<file path="config.mk">
export PLATFORM = sky130hd
export DESIGN_NAME = global_sequence_aligner
export DESIGN_NICKNAME = d
export VERILOG_FILES = /design/src/rtl/gsa_pkg.sv /design/src/rtl/global_sequence_aligner.sv /design/src/rtl/gsa_ram.sv /design/src/rtl/gsa_cell.sv
export SDC_FILE = /design/constraint.sdc
export NUM_CORES = 2
export LEC_CHECK = 0
export BUFFER_PORTS_ARGS = -buffer_cell sky130_fd_sc_hd__buf_4
export CORE_MARGIN = 5
export CORE_UTILIZATION = 49
export CTS_BUF_LIST = sky130_fd_sc_hd__clkbuf_4 sky130_fd_sc_hd__clkbuf_8
export CTS_CLUSTER_DIAMETER = 150
export DETAILED_ROUTE_END_ITERATION = 6
export PLACE_DENSITY_LB_ADDON = 0.08
export SKIP_LAST_GASP = 1
export SLEW_MARGIN = 10
export SYNTH_ARGS = -nofsm -noshare
export SYNTH_HDL_FRONTEND = slang
export SYNTH_HIERARCHICAL = 1
export SYNTH_SLANG_ARGS = --single-unit
</file>
<file path="constraint.sdc">
create_clock -name clk -period 100.5 [get_ports clk]
set_input_delay 10.05 -clock clk [delete_from_list [all_inputs] [get_ports clk]]
set_output_delay 10.05 -clock clk [all_outputs]
set_load 0.05 [all_outputs]
</file>
<file path="src/rtl/gsa_pkg.sv">
`timescale 1ns / 1ps

package gsa_pkg;

  // internal score width, wide enough for every cell of a 32 by 32 matrix
  localparam int SCORE_W = 12;
  // widths of the result fields
  localparam int FSCORE_W = 11;
  localparam int ALEN_W   = 7;
  localparam int COL_W    = 6;

  // request kinds carried on the input tuser
  localparam logic [1:0] REQ_APPEND_FIRST  = 2'd0;
  localparam logic [1:0] REQ_APPEND_SECOND = 2'd1;
  localparam logic [1:0] REQ_ALIGN         = 2'd2;

  // configuration register indexes
  localparam logic [1:0] CFG_GAP      = 2'd0;
  localparam logic [1:0] CFG_MATCH    = 2'd1;
  localparam logic [1:0] CFG_MISMATCH = 2'd2;

  typedef logic signed [SCORE_W-1:0] score_t;

  // traceback direction of one matrix cell
  typedef enum logic [1:0] {
    DIR_UP   = 2'd0,
    DIR_DIAG = 2'd1,
    DIR_LEFT = 2'd2
  } dir_t;

  typedef struct packed {
    logic [3:0]        gap;
    logic [3:0]        match;
    logic signed [4:0] mismatch;
  } cfg_t;

  typedef struct packed {
    score_t     up;
    score_t     diag;
    score_t     left;
    logic [1:0] sym_a;
    logic [1:0] sym_b;
  } cell_in_t;

  typedef struct packed {
    score_t best;
    dir_t   dir;
  } cell_out_t;

endpackage

</file>
<file path="src/rtl/global_sequence_aligner.sv">
`timescale 1ns / 1ps
// channel  | dir | signals                              | carries
// s_axis   | in  | tvalid tready tdata[7:0] tuser[1:0]  | symbol, request kind
// m_axis   | out | tvalid tready tdata[23:0] tuser[1:0] | one alignment column per transfer
//          |     | tlast                                |
// cfg      | in  | valid ready index[1:0] data[4:0]     | register write, always ready
//
// an align fills the matrix one cell at a time through the shared cell unit and the
// score row ram (CELL_RD, CELL_EX), then traces back one column per TB_RD/TB_EX step
// and emits each column through EM_RD, EM_LD and EM_WAIT.
// rst is synchronous, active high, and clears lengths, flags, config and handshakes.
// the input is not ready from an align transfer until its last column is taken;
// a stalled output holds its column in the output register.

module global_sequence_aligner import gsa_pkg::*; #(
  parameter int MAX_LEN = 32
) (
  input  logic        clk,
  input  logic        rst,
  input  logic        s_axis_tvalid,
  output logic        s_axis_tready,
  input  logic [7:0]  s_axis_tdata,   // [1:0] symbol
  input  logic [1:0]  s_axis_tuser,   // [1:0] req_type
  output logic        m_axis_tvalid,
  input  logic        m_axis_tready,
  output logic [23:0] m_axis_tdata,   // [1:0] first_symbol, [2] first_gap,
                                      // [4:3] second_symbol, [5] second_gap,
                                      // [16:6] final_score, [23:17] align_length
  output logic [1:0]  m_axis_tuser,   // [0] empty_res, [1] overflow
  output logic        m_axis_tlast,
  input  logic        cfg_valid,
  output logic        cfg_ready,
  input  logic [1:0]  cfg_index,
  input  logic [4:0]  cfg_data
);

  localparam int LEN_W     = $clog2(MAX_LEN + 1);
  localparam int SEQ_AW    = (MAX_LEN > 1) ? $clog2(MAX_LEN) : 1;
  localparam int TR_DEPTH  = (MAX_LEN + 1) * (MAX_LEN + 1);
  localparam int TR_AW     = $clog2(TR_DEPTH);
  localparam int COL_DEPTH = 2 * MAX_LEN;
  localparam int COL_AW    = (COL_DEPTH > 1) ? $clog2(COL_DEPTH) : 1;
  localparam int CNT_W     = $clog2(2 * MAX_LEN + 1);
  localparam logic [TR_AW-1:0] ROW_STEP  = TR_AW'(MAX_LEN + 1);
  localparam logic [TR_AW-1:0] DIAG_STEP = TR_AW'(MAX_LEN + 2);

  typedef enum logic [3:0] {
    IDLE,
    INIT,
    ROW_START,
    CELL_RD,
    CELL_EX,
    TB_RD,
    TB_EX,
    EM_RD,
    EM_LD,
    EM_WAIT
  } state_t;

  state_t            state;
  cfg_t              cfg;
  logic [LEN_W-1:0]  first_len;
  logic [LEN_W-1:0]  second_len;
  logic              ovf_flag;
  logic [LEN_W-1:0]  i_idx;
  logic [LEN_W-1:0]  j_idx;
  score_t            acc;
  score_t            col_acc;
  score_t            diag_q;
  score_t            left_q;
  score_t            score_q;
  logic [TR_AW-1:0]  row_base;
  logic [TR_AW-1:0]  taddr;
  logic [CNT_W-1:0]  cnt;
  logic [CNT_W-1:0]  rd_ptr;
  logic [CNT_W-1:0]  align_len;
  logic [COL_W-1:0]  out_col;
  logic              out_empty;
  logic              out_ovf;

  score_t            gap_s;
  score_t            acc_next;
  score_t            col_acc_next;
  logic              in_xfer;

  // ram ports
  logic              first_we;
  logic              second_we;
  logic [SEQ_AW-1:0] seq_waddr;
  logic [SEQ_AW-1:0] first_raddr;
  logic [SEQ_AW-1:0] second_raddr;
  logic [1:0]        first_rdata;
  logic [1:0]        second_rdata;
  logic              score_we;
  score_t            score_wdata;
  score_t            score_rdata;
  logic              tr_we;
  logic [1:0]        tr_rdata;
  logic              col_we;
  logic [COL_W-1:0]  col_wdata;
  logic [COL_W-1:0]  col_rdata;

  cell_in_t          cin;
  cell_out_t         cout;

  // traceback step
  dir_t              tb_dir;
  logic [LEN_W-1:0]  i_next;
  logic [LEN_W-1:0]  j_next;
  logic [TR_AW-1:0]  taddr_next;

  assign s_axis_tready = (state == IDLE);
  assign cfg_ready     = 1'b1;
  assign in_xfer       = s_axis_tvalid && s_axis_tready;
  assign m_axis_tdata  = {ALEN_W'(align_len), score_q[FSCORE_W-1:0], out_col};
  assign m_axis_tuser  = {out_ovf, out_empty};

  assign gap_s        = score_t'({{(SCORE_W-4){1'b0}}, cfg.gap});
  assign acc_next     = acc - gap_s;
  assign col_acc_next = col_acc - gap_s;

  // sequence stores
  assign first_we     = in_xfer && (s_axis_tuser == REQ_APPEND_FIRST) && (first_len < LEN_W'(MAX_LEN));
  assign second_we    = in_xfer && (s_axis_tuser == REQ_APPEND_SECOND)
                        && (second_len < LEN_W'(MAX_LEN));
  assign seq_waddr    = (s_axis_tuser == REQ_APPEND_FIRST) ? first_len[SEQ_AW-1:0]
                                                           : second_len[SEQ_AW-1:0];
  assign first_raddr  = SEQ_AW'(j_idx - LEN_W'(1));
  assign second_raddr = SEQ_AW'(i_idx - LEN_W'(1));

  gsa_ram #(.WIDTH(2), .DEPTH(MAX_LEN)) u_first_ram (
    .clk   (clk),
    .we    (first_we),
    .waddr (seq_waddr),
    .wdata (s_axis_tdata[1:0]),
    .raddr (first_raddr),
    .rdata (first_rdata)
  );

  gsa_ram #(.WIDTH(2), .DEPTH(MAX_LEN)) u_second_ram (
    .clk   (clk),
    .we    (second_we),
    .waddr (seq_waddr),
    .wdata (s_axis_tdata[1:0]),
    .raddr (second_raddr),
    .rdata (second_rdata)
  );

  // score row: border values while initializing, cell results while filling
  assign score_we    = (state == INIT) || (state == CELL_EX);
  assign score_wdata = (state == INIT) ? acc : cout.best;

  gsa_ram #(.WIDTH(SCORE_W), .DEPTH(MAX_LEN + 1)) u_score_ram (
    .clk   (clk),
    .we    (score_we),
    .waddr (j_idx),
    .wdata (score_wdata),
    .raddr (j_idx),
    .rdata (score_rdata)
  );

  // shared cell unit
  assign cin.up    = score_rdata;
  assign cin.diag  = diag_q;
  assign cin.left  = left_q;
  assign cin.sym_a = first_rdata;
  assign cin.sym_b = second_rdata;

  gsa_cell u_cell (
    .cfg  (cfg),
    .cin  (cin),
    .cout (cout)
  );

  assign tr_we = (state == CELL_EX);

  gsa_ram #(.WIDTH(2), .DEPTH(TR_DEPTH)) u_trace_ram (
    .clk   (clk),
    .we    (tr_we),
    .waddr (taddr),
    .wdata (cout.dir),
    .raddr (taddr),
    .rdata (tr_rdata)
  );

  // traceback direction with border overrides, and the column it produces
  always_comb begin
    tb_dir = dir_t'(tr_rdata);
    if (i_idx == '0) begin
      tb_dir = DIR_LEFT;
    end
    if (j_idx == '0) begin
      tb_dir = DIR_UP;
    end
    case (tb_dir)
      DIR_UP: begin
        col_wdata  = {1'b0, second_rdata, 1'b1, 2'b00};
        i_next     = i_idx - LEN_W'(1);
        j_next     = j_idx;
        taddr_next = taddr - ROW_STEP;
      end
      DIR_DIAG: begin
        col_wdata  = {1'b0, second_rdata, 1'b0, first_rdata};
        i_next     = i_idx - LEN_W'(1);
        j_next     = j_idx - LEN_W'(1);
        taddr_next = taddr - DIAG_STEP;
      end
      default: begin
        col_wdata  = {1'b1, 2'b00, 1'b0, first_rdata};
        i_next     = i_idx;
        j_next     = j_idx - LEN_W'(1);
        taddr_next = taddr - TR_AW'(1);
      end
    endcase
  end

  assign col_we = (state == TB_EX);

  gsa_ram #(.WIDTH(COL_W), .DEPTH(COL_DEPTH)) u_col_ram (
    .clk   (clk),
    .we    (col_we),
    .waddr (cnt[COL_AW-1:0]),
    .wdata (col_wdata),
    .raddr (rd_ptr[COL_AW-1:0]),
    .rdata (col_rdata)
  );

  // configuration registers
  always_ff @(posedge clk) begin
    if (rst) begin
      cfg.gap      <= 4'd2;
      cfg.match    <= 4'd2;
      cfg.mismatch <= -5'sd1;
    end else if (cfg_valid && cfg_ready) begin
      case (cfg_index)
        CFG_GAP:      cfg.gap      <= cfg_data[3:0];
        CFG_MATCH:    cfg.match    <= cfg_data[3:0];
        CFG_MISMATCH: cfg.mismatch <= cfg_data;
        default:      ;
      endcase
    end
  end

  // sequencer
  always_ff @(posedge clk) begin
    if (rst) begin
      state         <= IDLE;
      first_len     <= '0;
      second_len    <= '0;
      ovf_flag      <= 1'b0;
      m_axis_tvalid <= 1'b0;
    end else begin
      case (state)
        IDLE: begin
          if (in_xfer) begin
            case (s_axis_tuser)
              REQ_APPEND_FIRST: begin
                if (first_we) begin
                  first_len <= first_len + LEN_W'(1);
                end else begin
                  ovf_flag <= 1'b1;
                end
              end
              REQ_APPEND_SECOND: begin
                if (second_we) begin
                  second_len <= second_len + LEN_W'(1);
                end else begin
                  ovf_flag <= 1'b1;
                end
              end
              REQ_ALIGN: begin
                out_ovf   <= ovf_flag;
                ovf_flag  <= 1'b0;
                i_idx     <= '0;
                j_idx     <= '0;
                acc       <= '0;
                col_acc   <= '0;
                row_base  <= '0;
                cnt       <= '0;
                if (first_len == '0 && second_len == '0) begin
                  out_empty     <= 1'b1;
                  out_col       <= '0;
                  score_q       <= '0;
                  align_len     <= '0;
                  rd_ptr        <= '0;
                  m_axis_tlast  <= 1'b1;
                  m_axis_tvalid <= 1'b1;
                  state         <= EM_WAIT;
                end else begin
                  out_empty <= 1'b0;
                  state     <= INIT;
                end
              end
              default: ;
            endcase
          end
        end
        // first row: score_row[j] = -j * gap
        INIT: begin
          score_q <= acc;
          if (j_idx == first_len) begin
            if (second_len == '0) begin
              taddr <= TR_AW'(first_len);
              state <= TB_RD;
            end else begin
              i_idx <= LEN_W'(1);
              state <= ROW_START;
            end
          end else begin
            j_idx <= j_idx + LEN_W'(1);
            acc   <= acc_next;
          end
        end
        // first column cell of a row is kept in a register only
        ROW_START: begin
          row_base <= row_base + ROW_STEP;
          col_acc  <= col_acc_next;
          diag_q   <= col_acc;
          left_q   <= col_acc_next;
          if (first_len == '0) begin
            score_q <= col_acc_next;
            j_idx   <= '0;
            if (i_idx == second_len) begin
              taddr <= row_base + ROW_STEP;
              state <= TB_RD;
            end else begin
              i_idx <= i_idx + LEN_W'(1);
            end
          end else begin
            j_idx <= LEN_W'(1);
            taddr <= row_base + ROW_STEP + TR_AW'(1);
            state <= CELL_RD;
          end
        end
        CELL_RD: begin
          state <= CELL_EX;
        end
        CELL_EX: begin
          diag_q  <= score_rdata;
          left_q  <= cout.best;
          score_q <= cout.best;
          if (j_idx == first_len) begin
            if (i_idx == second_len) begin
              state <= TB_RD;
            end else begin
              i_idx <= i_idx + LEN_W'(1);
              state <= ROW_START;
            end
          end else begin
            j_idx <= j_idx + LEN_W'(1);
            taddr <= taddr + TR_AW'(1);
            state <= CELL_RD;
          end
        end
        TB_RD: begin
          state <= TB_EX;
        end
        // one column per step, stored in reverse order
        TB_EX: begin
          i_idx <= i_next;
          j_idx <= j_next;
          taddr <= taddr_next;
          cnt   <= cnt + CNT_W'(1);
          if (i_next == '0 && j_next == '0) begin
            rd_ptr    <= cnt;
            align_len <= cnt + CNT_W'(1);
            state     <= EM_RD;
          end else begin
            state <= TB_RD;
          end
        end
        EM_RD: begin
          state <= EM_LD;
        end
        EM_LD: begin
          out_col       <= col_rdata;
          m_axis_tlast  <= (rd_ptr == '0);
          m_axis_tvalid <= 1'b1;
          state         <= EM_WAIT;
        end
        EM_WAIT: begin
          if (m_axis_tready) begin
            m_axis_tvalid <= 1'b0;
            if (m_axis_tlast) begin
              first_len  <= '0;
              second_len <= '0;
              state      <= IDLE;
            end else begin
              rd_ptr <= rd_ptr - CNT_W'(1);
              state  <= EM_RD;
            end
          end
        end
        default: begin
          state <= IDLE;
        end
      endcase
    end
  end

  // no input transfer while a column waits on the output
  a_no_input_while_busy: assert property (@(posedge clk) disable iff (rst)
    s_axis_tready |-> !m_axis_tvalid)
    else $error("input ready while an output column is pending");

  // the empty result is a run of one
  a_empty_is_last: assert property (@(posedge clk) disable iff (rst)
    (m_axis_tvalid && m_axis_tuser[0]) |-> m_axis_tlast)
    else $error("empty result not marked last");

  // a column of a non-empty run reports a nonzero length
  a_length_nonzero: assert property (@(posedge clk) disable iff (rst)
    (m_axis_tvalid && !m_axis_tuser[0]) |-> (m_axis_tdata[23:17] != '0))
    else $error("column with zero alignment length");

  // the block is ready again right after the final column transfer
  a_ready_after_last: assert property (@(posedge clk) disable iff (rst)
    (m_axis_tvalid && m_axis_tready && m_axis_tlast) |=> s_axis_tready)
    else $error("not ready after final column");

endmodule

</file>
<file path="src/rtl/gsa_ram.sv">
`timescale 1ns / 1ps

module gsa_ram #(
  parameter int WIDTH = 2,
  parameter int DEPTH = 32,
  parameter int AW    = (DEPTH > 1) ? $clog2(DEPTH) : 1
) (
  input  logic             clk,
  input  logic             we,
  input  logic [AW-1:0]    waddr,
  input  logic [WIDTH-1:0] wdata,
  input  logic [AW-1:0]    raddr,
  output logic [WIDTH-1:0] rdata
);

  logic [WIDTH-1:0] mem [DEPTH];

  // one write port, one registered read port
  always_ff @(posedge clk) begin
    if (we) begin
      mem[waddr] <= wdata;
    end
    rdata <= mem[raddr];
  end

endmodule

</file>
<file path="src/rtl/gsa_cell.sv">
`timescale 1ns / 1ps

module gsa_cell import gsa_pkg::*; (
  input  cfg_t      cfg,
  input  cell_in_t  cin,
  output cell_out_t cout
);

  score_t gap_s;
  score_t sub_s;
  score_t fu;
  score_t fd;
  score_t fl;

  // substitution score and the three candidates
  assign gap_s = score_t'({{(SCORE_W-4){1'b0}}, cfg.gap});
  assign sub_s = (cin.sym_a == cin.sym_b) ? score_t'({{(SCORE_W-4){1'b0}}, cfg.match})
                                          : score_t'({{(SCORE_W-5){cfg.mismatch[4]}},
                                                      cfg.mismatch});
  assign fu = cin.up - gap_s;
  assign fd = cin.diag + sub_s;
  assign fl = cin.left - gap_s;

  // up wins ties, diag must beat left strictly
  always_comb begin
    if (fu >= fd && fu >= fl) begin
      cout.best = fu;
      cout.dir  = DIR_UP;
    end else if (fd > fl) begin
      cout.best = fd;
      cout.dir  = DIR_DIAG;
    end else begin
      cout.best = fl;
      cout.dir  = DIR_LEFT;
    end
  end

endmodule
</file>
==> metrics.md <==
| Metric | Value |
|---|---|
| Synth area leaders | edfxtp_1 (70%), mux4_2 (10%), nor2_1 (3.9%), mux2i_1 (3.3%), nand2_1 (1.0%) |
| Die area | 291300 µm² |
| Initial antenna violation count | 14 |
| GRT Util Overall | 25.47% |
| Worst-path clk slew | around 70 ps |
| DRC | 0 |
| Antenna viol nets, final | 0 |
| Area after DPL | around 140000 µm² |
| Skew-Pair Late Insertion Delay | 1150 ps |
| Core Region | around 280000 µm² |
| Syn_nets | roughly 8400 |
| MaxCap Viol Count | 0 |
| Largest family of logic cells by synthesized area | multiplexers |
| Maximum VDD drop | between 0.0001 and 0.00015 V |
| Die height | about 540 µm |
| Final setup vio count | 0 |
| DR WL/cell | between 20 and 30 µm |
| Final wirelength | roughly 380000 µm |
| Postcts setup bufs | 0 |
| Status | finished clean |
| Count of final hold-check violations | 0 |
| Complex-gate fraction of the synthesized area | 4.086% |
| Initial DRT Pass Iterations | 6 |
| Critical-path top delay cell | dfxtp_1 |
| Pwr dens | 34.70 nW/µm² |
| Share of cells above drive strength 1 | a little over a fifth |
| Setup TNS | 0 ps |
| Setup CP Type | reg -> out |
| CTS root buf | clkbuf_8 |
| Async SR Flop Fraction | 0% |
| Syn avg cell area | between 15 and 20 µm² |
| PostCTS Resize Cnt | 0 |
| Worst R2R Setup Slack | ~91000 ps |
| Sequential share of the synthesized area | between 70% and 80% |
| Number of global-route vias before repair | ~78000 |
| Largest net degree at the start of global routing | roughly 230 |
| R2R cell count | 24 |
| Hold Path Cell Cnt | 0 |
| Grt total ovfl | 0 |
| Ys flop type | edfxtp_1 |
| Top-count cell post-synth | edfxtp_1 |
| Post-synth cell types | between 100 and 150 |
| H-tree depth | 6 |
| Initial Util | just under 50% |
| Final period util | 12.71% |
| First-pass GRT wire length | 543800 µm |
| TritonCTS clock tree | done |
| CTS Buf Count | 550 |
| Minimum clock period | roughly 13000 ps |
| Area grow syn2layout | 11.04% |
| Max-slew headroom | 8.180% |
| Worst Hold Class | reg -> reg |
| CP Data Required Time | approximately 90000 ps |
| Critical-path maximum fanout | 15 |
| Slew @ Worst Pin | 1365 ps |
| Reg-to-reg endpoint | u_trace_ram/mem[212][0] |
| CP endpoint kind | primary output |
| Pwr Total | ~5.3 mW |
| Post-Synth Simple-Gate Area | approximately 7.3% |
| CTS max path bufs | 4 |
| Crit-path cells | nor2_1 > nand2_4 > inv_1 > buf_4 |
| Reg2Reg Launch Point | u_second_ram/rdata[0] |
| Xor/xnor share of the synthesized area | less than 1% |
| I/O pin count | 52 |
| Post-Layout Inst Area | around 150000 µm² |
| Max Fclk | just under 80 MHz |
| Via count of the routed design | 77303 |
| Crit path arrival time | 2720 ps |
| Post-synth top area cell | edfxtp_1 |
| Leakage | about 49 nW |
| Hold_buf cts | 0 |
| CP max stage delay | around 500 ps |
| Die W | between 500 and 600 µm |
| Number of enable flip-flop cells after synthesis | between 3000 and 4000 |
| Worst hold start | ovf_flag |
| Synth warn | 6 |
| Cells after Synth | roughly 8300 |
| Routability cong. | approximately 0.84 |
| Via density | 6.072 |
| Fillers | roughly 22000 |
| Post-Synth Adder-Cell Area | less than 1% |
| Commonest cells post-synth | edfxtp_1 (3209), nor2_1 (1447), mux4_2 (623) |
| Row cnt | between 150 and 200 |
| Layout net count | between 8000 and 9000 |
| RSZ-0062 raised after global routing | false |
| Detailed Route Iter0 Violations | ~7500 |
| Synth Cell Area | 137500 µm² |
| Critical path startpoint | state[3] |
| Mux share of post-synthesis cell area | between 10% and 20% |
| DP HPWL | approximately 220000 µm |
| CP Launch Type | flop |
| Storage cell area | between 90000 and 100000 µm² |
| Crit. path cell count | 4 |
| WP buf/inv | 2 |
| Hold worst-path end | out_ovf |
| PortBufs | 44 |
| Yosys reg bits | between 3000 and 4000 |
| Worst Skew | ~82 ps |
| Max-slew violation count | 0 |
| Delay-heaviest family, CP | simple AND/OR/NAND/NOR gates |
| Synth top area share | 70.08% |
| Clock sink count | 3264 |
| Multi-input combinational cell area | around 37000 µm² |
[per-stage QoR]
step | utilization [%] | cells | worst slack, ps | hold slack [ps]
final | 54.65 | 12731 | 87730 | 438.0
after detailed placement | 50.78 | 11754 | 88020 | 424.4
after floorplan | - | 8339 | 66220 | 408.8
after global routing | 54.65 | 12728 | 87540 | 453.2
after global placement | 50.78 | 11754 | 88090 | 419.8
after CTS | 54.64 | 12723 | 87630 | 442.5
[how the worst max path moves through the flow]
stage | to | slack (ps)
after CTS | s_axis_tready | 87630
after global placement | u_first_ram/mem[31][0] | 88090
after detailed placement | u_first_ram/mem[31][0] | 88020
after floorplan | u_trace_ram/mem[0][0] | 66220
after global routing | s_axis_tready | 87540
final | s_axis_tready | 87730
[layer usage]
metal	routed length, µm	share of wire, %	global-route usage [%]	vias up
li1	-	-	-	33191
met4	13640	3.6	8.644	0
met1	151700	40	33.86	40556
met5	0	0	0	-
met3	24240	6.4	3.944	630
met2	189100	50	43.23	2926
[flip-flops by register name (all words and copies together) (netlist names), 7 cells and up]
| register | flops |
|---|---|
| left_q | 12 |
| cfg | 13 |
| align_len | 7 |
| taddr | 11 |
| cnt | 7 |
| acc | 12 |
| u_second_ram/mem | 64 |
| diag_q | 12 |
| u_trace_ram/mem | 2178 |
| u_col_ram/mem | 384 |
| score_q | 11 |
| u_score_ram/mem | 396 |
| rd_ptr | 7 |
| u_score_ram/rdata | 12 |
| u_first_ram/mem | 64 |
| row_base | 11 |
| col_acc | 12 |
[cells in the final DEF, fill, tap and decap left out, types with 16 or more instances in the layout]
cell type,count
a211o_1,18
nor3_1,85
mux2_2,21
nand4_1,23
a31oi_1,38
clkbuf_8,569
mux4_2,623
clkinv_1,110
and3_1,18
or3_1,23
clkbuf_4,184
nor2b_1,38
and2_1,20
o21ai_0,74
nand2b_1,34
o211ai_1,28
nand3b_1,31
xor2_1,45
mux2i_1,451
nand3_4,32
a22oi_1,97
nand3_1,70
buf_4,264
a22o_1,29
nand2_1,375
inv_1,83
nor2_1,1441
a211oi_1,26
o22ai_1,79
ha_1,74
xnor2_1,65
clkinv_2,43
o221ai_1,52
edfxtp_1,3209
a21oi_1,136
a221oi_1,28
dfxtp_1,55
nor4_1,21
inv_6,16
[worst register-to-register path, stage by stage (launching register included)]
cell and delay [ps]:
dfxtp_1 330, xnor2_1 240, nand2_1 320, mux2_2 440, ha_1 250, inv_1 70
fa_1 410, nand2b_1 190, a21o_1 260, xnor2_1 170, xnor2_1 270, ha_1 300
and2_1 160, o21ai_0 120, o21ai_0 110, o41ai_1 350, maj3_2 300, maj3_2 190
maj3_2 520, a21oi_1 270, nor2_4 150, buf_4 510, buf_4 760, buf_4 880
buf_4 1010
[logic make-up (layout without fill, tap and decap cells)]
| family | Yosys count | after routing |
|---|---|---|
| buffers and inverters | 674 | 1334 |
| AOI/OAI and AO/OA | 772 | 772 |
| other | 1 | 9 |
| muxes | 1102 | 1102 |
| DFF | 3264 | 3264 |
| adders and majority gates | 82 | 82 |
| and+or+nand+nor | 2333 | 2333 |
| xor gates and xnor gates | 111 | 111 |
[power breakdown]
group	internal, mW	switching [mW]	total [mW]
registers	2.44	0.0263	2.47
clock network	0.636	0.534	1.17
logic	0.343	1.32	1.66
total	3.42	1.88	5.30
[layout make-up]
type                            count  share of cell area, %
Multi-Input combinational cell   4401                  24.38
Clock inverter                    216                  1.046
Sequential cell                  3264                  63.83
Timing Repair Buffer              273                  1.416
Antenna cell                        8                0.01311
Tap cell                         3724                  3.051
Inverter                           92                 0.2327
Clock buffer                      753                  6.033
Power figures use the tool's default switching activity.
